**config.mk**
```make
export PLATFORM = sky130hd
export DESIGN_NAME = lps_seq
export DESIGN_NICKNAME = d
export VERILOG_FILES = /design/src/hdl/lps_pkg.sv /design/src/hdl/lps_seq.sv
export SDC_FILE = /design/constraint.sdc
export NUM_CORES = 2
export LEC_CHECK = 0
export ABC_AREA = 1
export BUFFER_PORTS_ARGS = -buffer_cell sky130_fd_sc_hd__buf_2
export CAP_MARGIN = 20
export CORE_MARGIN = 8
export CORE_UTILIZATION = 40
export CTS_BUF_LIST = sky130_fd_sc_hd__clkbuf_4
export CTS_CLUSTER_SIZE = 25
export DETAILED_ROUTE_END_ITERATION = 6
export SLEW_MARGIN = 20
export SYNTH_ARGS = -nofsm -noshare
export SYNTH_HDL_FRONTEND = slang
export SYNTH_SLANG_ARGS = --single-unit
```
**constraint.sdc**
```tcl
create_clock -name clk -period 11.6 [get_ports clk]
set_input_delay 2.32 -clock clk [delete_from_list [all_inputs] [get_ports clk]]
set_output_delay 2.32 -clock clk [all_outputs]
set_load 0.05 [all_outputs]
```
**src/hdl/lps_pkg.sv**
```systemverilog
// ----------------------------------------------------------------------------
// lps_pkg: shared types and constants of the LED pattern sequencer
// Sizes, request codes and the beat structs used by every module.
// ----------------------------------------------------------------------------
package lps_pkg;

    localparam int CHANNELS    = 16;
    localparam int SLOT_MAX    = 15;
    localparam int TABLE_DEPTH = 64;
    localparam int LEVELS      = 16;

    localparam int CH_W   = $clog2(CHANNELS);
    localparam int POS_W  = $clog2(TABLE_DEPTH);
    localparam int LEN_W  = $clog2(TABLE_DEPTH + 1);
    localparam int LVL_W  = $clog2(LEVELS);
    localparam int SLOT_W = 4;
    localparam int ADDR_W = CH_W + POS_W;

    localparam logic [2:0] FUNC_STEP    = 3'd0;
    localparam logic [2:0] FUNC_PWM     = 3'd1;
    localparam logic [2:0] FUNC_WR_PAT  = 3'd2;
    localparam logic [2:0] FUNC_WR_DUTY = 3'd3;
    localparam logic [2:0] FUNC_SET_LEN = 3'd4;

    typedef struct packed {
        logic [2:0]  func;
        logic [3:0]  channel;
        logic [5:0]  index;
        logic [15:0] value;
    } req_t;

    typedef struct packed {
        logic [15:0] led_bits;
        logic [3:0]  slot;
    } rsp_t;

    typedef struct packed {
        logic              we;
        logic [ADDR_W-1:0] waddr;
        logic [15:0]       wdata;
        logic [ADDR_W-1:0] raddr;
    } mem_req_t;

endpackage

```
**src/hdl/lps_seq.sv**
```systemverilog
// ----------------------------------------------------------------------------
// lps_seq: channel sequencer
// Walks the channels one per cycle, save for pair reloads, through a shared
// hold/reload unit; gathers the PWM bit word; holds channel state, duty rows.
// ----------------------------------------------------------------------------
module lps_seq
    import lps_pkg::*;
(
    input  logic        clk,
    input  logic        rst_n,
    input  logic        req_valid,
    output logic        req_ready,
    input  req_t        req,
    output mem_req_t    mreq,
    input  logic [15:0] rdata,
    output logic        res_valid,
    input  logic        res_ready,
    output rsp_t        res
);

    typedef enum logic [5:0] {
        S_IDLE = 6'b000001,
        S_SCAN = 6'b000010,
        S_LVL  = 6'b000100,
        S_TGT  = 6'b001000,
        S_PWM  = 6'b010000,
        S_OUT  = 6'b100000
    } state_t;

    localparam logic [CH_W-1:0] CH_LAST = CH_W'(CHANNELS - 1);

    state_t             state_reg, state_next;
    logic [CH_W-1:0]    ch_reg, ch_next;
    logic               single_reg, single_next;
    logic [LVL_W-1:0]   lvl_tmp_reg, lvl_tmp_next;
    logic [15:0]        bits_reg;
    logic [SLOT_W-1:0]  slot_reg;

    logic [LEN_W-1:0]   len_reg [CHANNELS];
    logic [POS_W-1:0]   pos_reg [CHANNELS];
    logic [LVL_W-1:0]   lvl_reg [CHANNELS];
    logic [15:0]        tgt_reg [CHANNELS];
    logic [15:0]        cnt_reg [CHANNELS];
    logic [15:0]        duty_reg [LEVELS];

    logic               accept;
    logic [16:0]        cnt_inc;
    logic               need_load;
    logic [LEN_W-1:0]   pos1, pos2;
    logic [LVL_W-1:0]   lvl_sat;
    logic [LEN_W-1:0]   new_len;
    logic               pwm_bit;
    logic               last_ch;

    assign req_ready = (state_reg == S_IDLE);
    assign accept    = req_valid && req_ready;
    assign last_ch   = single_reg || (ch_reg == CH_LAST);

    assign cnt_inc   = {1'b0, cnt_reg[ch_reg]} + 17'd1;
    assign need_load = cnt_inc >= {1'b0, tgt_reg[ch_reg]};
    assign pos1      = {1'b0, pos_reg[ch_reg]} + LEN_W'(1);
    assign pos2      = {1'b0, pos_reg[ch_reg]} + LEN_W'(2);
    assign lvl_sat   = (rdata >= 16'(LEVELS)) ? LVL_W'(LEVELS - 1) : rdata[LVL_W-1:0];
    assign new_len   = (req.value[0] || (req.value > 16'(TABLE_DEPTH))) ?
                       '0 : req.value[LEN_W-1:0];
    assign pwm_bit   = duty_reg[lvl_reg[ch_reg]][slot_reg];

    assign res_valid    = (state_reg == S_OUT);
    assign res.led_bits = bits_reg;
    assign res.slot     = slot_reg;

    always_comb
    begin
        state_next   = state_reg;
        ch_next      = ch_reg;
        single_next  = single_reg;
        lvl_tmp_next = lvl_tmp_reg;
        mreq.we      = 1'b0;
        mreq.waddr   = {req.channel[CH_W-1:0], req.index[POS_W-1:0]};
        mreq.wdata   = req.value;
        mreq.raddr   = {ch_reg, pos_reg[ch_reg]};
        unique case (state_reg)
            S_IDLE:
            begin
                if (accept)
                begin
                    case (req.func)
                        FUNC_STEP:
                        begin
                            ch_next     = '0;
                            single_next = 1'b0;
                            state_next  = S_SCAN;
                        end
                        FUNC_PWM:
                        begin
                            ch_next    = '0;
                            state_next = S_PWM;
                        end
                        FUNC_WR_PAT:
                        begin
                            mreq.we = 1'b1;
                        end
                        FUNC_SET_LEN:
                        begin
                            ch_next     = req.channel[CH_W-1:0];
                            single_next = 1'b1;
                            mreq.raddr  = {req.channel[CH_W-1:0], {POS_W{1'b0}}};
                            state_next  = S_LVL;
                        end
                        default:
                        begin
                        end
                    endcase
                end
            end
            S_SCAN:
            begin
                if (need_load)
                begin
                    state_next = S_LVL;
                end
                else if (last_ch)
                begin
                    state_next = S_IDLE;
                end
                else
                begin
                    ch_next = ch_reg + CH_W'(1);
                end
            end
            S_LVL:
            begin
                lvl_tmp_next = lvl_sat;
                mreq.raddr   = {ch_reg, pos1[POS_W-1:0]};
                if (pos1 > len_reg[ch_reg])
                begin
                    if (last_ch)
                    begin
                        state_next = S_IDLE;
                    end
                    else
                    begin
                        ch_next    = ch_reg + CH_W'(1);
                        state_next = S_SCAN;
                    end
                end
                else
                begin
                    state_next = S_TGT;
                end
            end
            S_TGT:
            begin
                if (last_ch)
                begin
                    state_next = S_IDLE;
                end
                else
                begin
                    ch_next    = ch_reg + CH_W'(1);
                    state_next = S_SCAN;
                end
            end
            S_PWM:
            begin
                if (ch_reg == CH_LAST)
                begin
                    state_next = S_OUT;
                end
                else
                begin
                    ch_next = ch_reg + CH_W'(1);
                end
            end
            S_OUT:
            begin
                if (res_ready)
                begin
                    state_next = S_IDLE;
                end
            end
            default:
            begin
                state_next = S_IDLE;
            end
        endcase
    end

    always_ff @(posedge clk or negedge rst_n)
    begin
        if (!rst_n)
        begin
            state_reg   <= S_IDLE;
            ch_reg      <= '0;
            single_reg  <= 1'b0;
            slot_reg    <= '0;
            for (int i = 0; i < CHANNELS; i++)
            begin
                len_reg[i] <= '0;
                pos_reg[i] <= '0;
                lvl_reg[i] <= '0;
                tgt_reg[i] <= '0;
                cnt_reg[i] <= '0;
            end
            for (int j = 0; j < LEVELS; j++)
            begin
                duty_reg[j] <= '0;
            end
        end
        else
        begin
            state_reg  <= state_next;
            ch_reg     <= ch_next;
            single_reg <= single_next;
            if (accept && (req.func == FUNC_WR_DUTY) && (req.index < 6'(LEVELS)))
            begin
                duty_reg[req.index[LVL_W-1:0]] <= req.value;
            end
            if (accept && (req.func == FUNC_SET_LEN))
            begin
                len_reg[req.channel[CH_W-1:0]] <= new_len;
                pos_reg[req.channel[CH_W-1:0]] <= '0;
            end
            if ((state_reg == S_SCAN) && !need_load)
            begin
                cnt_reg[ch_reg] <= cnt_inc[15:0];
            end
            if ((state_reg == S_LVL) && (pos1 > len_reg[ch_reg]))
            begin
                pos_reg[ch_reg] <= '0;
                lvl_reg[ch_reg] <= '0;
                tgt_reg[ch_reg] <= '0;
                cnt_reg[ch_reg] <= '0;
            end
            if (state_reg == S_TGT)
            begin
                lvl_reg[ch_reg] <= lvl_tmp_reg;
                tgt_reg[ch_reg] <= rdata;
                cnt_reg[ch_reg] <= '0;
                pos_reg[ch_reg] <= (pos2 >= len_reg[ch_reg]) ? '0 : pos2[POS_W-1:0];
            end
            if ((state_reg == S_OUT) && res_ready)
            begin
                slot_reg <= (slot_reg >= SLOT_W'(SLOT_MAX)) ? '0 : slot_reg + SLOT_W'(1);
            end
        end
    end

    always_ff @(posedge clk)
    begin
        lvl_tmp_reg <= lvl_tmp_next;
        if (accept && (req.func == FUNC_PWM))
        begin
            bits_reg <= '0;
        end
        else if (state_reg == S_PWM)
        begin
            bits_reg[ch_reg] <= pwm_bit;
        end
    end

endmodule

```
==> impl_metrics.py <==
metrics = {
    "outcome": {
        "status": "complete, no violations",
    },
    "setup_path": {
        "r2r_slack_ns": 2.62,
        "critPathKind": "flop to flop",
        "worstPathArrival_ns": 10.11,
        "reg2reg_from": "ch_reg[0]",
        "worstReg2RegEnd": "cnt_reg[169]",
        "path_common_cell": "nand2_1",
        "cpPeakStageDelay_ns": 1.11,
        "worstPathMaxFanout": 126,
        "crit_path_end_kind": "flop",
        "start_kind": "flop",
        "cp_slowest_cell": "dfrtp_4",
        "cp.required_ns": 12.73,
        "reg2reg_depth": 28,
    },
    "detailed_routing": {
        "drt_iter0_drc": 5481,
        "avgViaCountPerCell": 5.81,
        "dr.pass1.iters": 7,
        "wl_per_cell_um": 22.5,
        "drc_errors": 0,
        "via_count": 49900,
        "drt_wl_total_mm": 193,
        "ant_nets": 0,
    },
    "floorplanning": {
        "die_h_um": 380,
        "initial_core_util_pct": 40.3,
        "die_w_um": 380,
        "io_pins": 108,
        "die-area_mm2": 0.144,
        "rows": 133,
        "coreArea_mm2": 0.131,
    },
    "synth": {
        "yosys-top-cells-count": "o21ai_0, nand2_1, dfrtp_1",
        "syn_area_mm2": 0.0530,
        "synthArstFlopShare_pct": 98.1,
        "synth_compound_area_share_pct": 19.6,
        "synth.yosys.seq_area_share_pct": 50.6,
        "synth_flop_cell": "dfrtp_1",
        "synth_nets": 6743,
        "syn_area_per_cell_um2": 7.97,
        "synth.area.top_cells": "dfrtp_1, o21ai_0, nand2_1",
        "yosysWarnings": 0,
        "synth_top_family_by_area": "simple AND/OR/NAND/NOR gates",
        "synth_cell_types": 51,
        "synth_mux_area_share_pct": 0,
        "synth.most_common_cell": "o21ai_0",
        "netlist_instances": 6656,
        "synth_top_area_cell": "dfrtp_1",
        "synth_enable_flop_cells": 4,
        "ys_ff_latch": 1075,
        "yosys.area_share.xor_xnor_pct": 0.165,
        "synthSimpleGateAreaFrac_pct": 21.2,
        "synth_top_area_share_pct": 49.7,
        "synth_fa_ha_area_share_pct": 0.897,
    },
    "worst_hold_path": {
        "hold_start": "len_reg[98]",
        "hold_path_class": "flop to flop",
        "hold_depth": 2,
        "min_to": "len_reg[98]",
    },
    "cts": {
        "cts_resized": 0,
        "clk_pin_slew_ns": 0.06,
        "clk_path_buf_depth": 4,
        "htree_levels": 5,
        "cts-buffers-inserted": 314,
        "clock-root-buffer": "clkbuf_4",
        "cts_hold_buf": 0,
        "post-cts-setup-buffers": 0,
        "insertion_delay_ns": 1.27,
        "clock_sinks": 1075,
        "cts_tree": "built",
    },
    "timing": {
        "worstMarginPinSlew_ns": 1.13,
        "hold_viol_final": 0,
        "max_slew_margin_pct": 24.6,
        "finalSetupViolCount": 0,
        "post-route-period-util_pct": 77.4,
        "holdWs_ns": 0.461,
        "setup_tns_ns": 0,
        "period_minus_slack_ns": 8.98,
        "rsz0062_at_grt": "false",
        "fmax_ghz": 0.111,
        "report.final.slew_viol_count": 0,
        "fin_skew_ns": 0.0985,
    },
    "grt": {
        "grt_pass1_vias": 48200,
        "grt.total_usage_pct": 25.8,
        "grt_pass1_wl_mm": 296,
        "grt_max_degree": 177,
        "antenna_found_initial": 6,
        "gr-total-overflow": 0,
    },
    "cells_and_area": {
        "final-seq-area_mm2": 0.0268,
        "nNetsFinal": 6720,
        "fillCellCount": 13500,
        "area_delta_synth_final_pct": 9.32,
        "drive_above_1_share_pct": 11.1,
        "largest_reg_flops": 256,
        "multi_input_area_mm2": 0.0223,
    },
    "power_and_ir_drop": {
        "power.total_uw": 13900,
        "power_density_mw_per_mm2": 240,
        "p_leak_uw": 0.0262,
        "irDropWorstVdd_uv": 318,
    },
    "placement": {
        "port-buffer-count": 107,
        "dp_hpwl_mm": 110,
        "routabilityCongestion": 0.902,
    },
    "run": {
        "max-cap-violations": 0,
    },
}
cell type report:
cell class	instances	area share [%]
Antenna cell	8	0.0345
Clock buffer	462	5.98
Clock inverter	50	0.471
Inverter	375	2.45
Multi-Input combinational cell	4656	38.5
Sequential cell	1075	46.3
Tap cell	1755	3.79
Timing Repair Buffer	211	2.46
logic make-up after synthesis:
kind of cell             count (synthesis)
AND/OR/NAND/NOR                       2641
AO/OA/AOI/OAI                         1967
flip-flops                            1075
buffers and inverters                  925
adder cells (fa/ha/maj)                 38
XOR/XNOR                                10
metal layers:
metal  GRT usage [%]  share of wire [%]  vias up
met3            5.77                8.8      513
met2            40.7                 45     2348
met5               0              0.014        -
met1            34.4                 42    24300
li1                -                  -    22700
met4            10.3                3.8        4
critical path: cells and delay by family, from the launching register on:
kind | cells | cell delay, ns
buffers and inverters | 6 | 2.83
AOI/OAI and AO/OA | 6 | 0.87
DFF | 1 | 1.11
adders and majority gates | 2 | 0.89
and+or+nand+nor | 14 | 2.72
placed cells by master (no fill, tap or decap), types with 3 or more instances in the layout:
| master | n |
|---|---|
| o21ai_0 | 1252 |
| nand2_1 | 1222 |
| dfrtp_1 | 1052 |
| nand3_1 | 683 |
| nor2_1 | 557 |
| clkbuf_4 | 462 |
| a21oi_1 | 347 |
| inv_1 | 332 |
| o22ai_1 | 171 |
| nand4_1 | 116 |
| buf_2 | 106 |
| buf_4 | 96 |
| o21ai_1 | 89 |
| clkinv_1 | 47 |
| ha_1 | 38 |
| inv_2 | 36 |
| o211ai_1 | 28 |
| a22o_1 | 22 |
| a221oi_1 | 21 |
| nor3_1 | 16 |
| dfxtp_1 | 16 |
| a31oi_1 | 11 |
| nor2_4 | 9 |
| a32o_1 | 9 |
| nor2_2 | 9 |
| nand2_2 | 9 |
| diode_2 | 8 |
| xor2_1 | 8 |
| buf_12 | 8 |
| nor4_1 | 7 |
| a22oi_1 | 5 |
| clkinv_2 | 5 |
| edfxtp_1 | 4 |
| nor4_4 | 3 |
| bufinv_16 | 3 |
through the flow:
| step | worst slack, ns | cells | area (µm²) | utilization, % |
|---|---|---|---|---|
| after floorplan | 5.04 | 6656 | 53000 | - |
| after global placement | 3.27 | 8071 | 54200 | 41.2 |
| after detailed placement | 3.06 | 8072 | 54200 | 41.2 |
| after CTS | 2.74 | 8584 | 57900 | 44.1 |
| after global routing | 2.32 | 8588 | 58000 | 44.1 |
| final | 2.62 | 8592 | 58000 | 44.1 |
worst max-delay path by stage:
stage,slack (ns),depth (start not counted),end,from
after global routing,2.32,28,cnt_reg[169],ch_reg[0]
after detailed placement,3.06,28,cnt_reg[169],ch_reg[0]
after CTS,2.74,15,mreq[5],ch_reg[0]
final,2.62,28,cnt_reg[169],ch_reg[0]
after global placement,3.27,24,cnt_reg[165],ch_reg[0]
after floorplan,5.04,9,mreq[0],req[27]
power breakdown:
group          internal [µW]  total, µW  switching, µW  leakage [µW]
registers               4230       4560            330        0.0128
logic                   1480       5840           4360        0.0111
clock network           1870       3530           1660       0.00226
(Power assumes the default switching activity.)
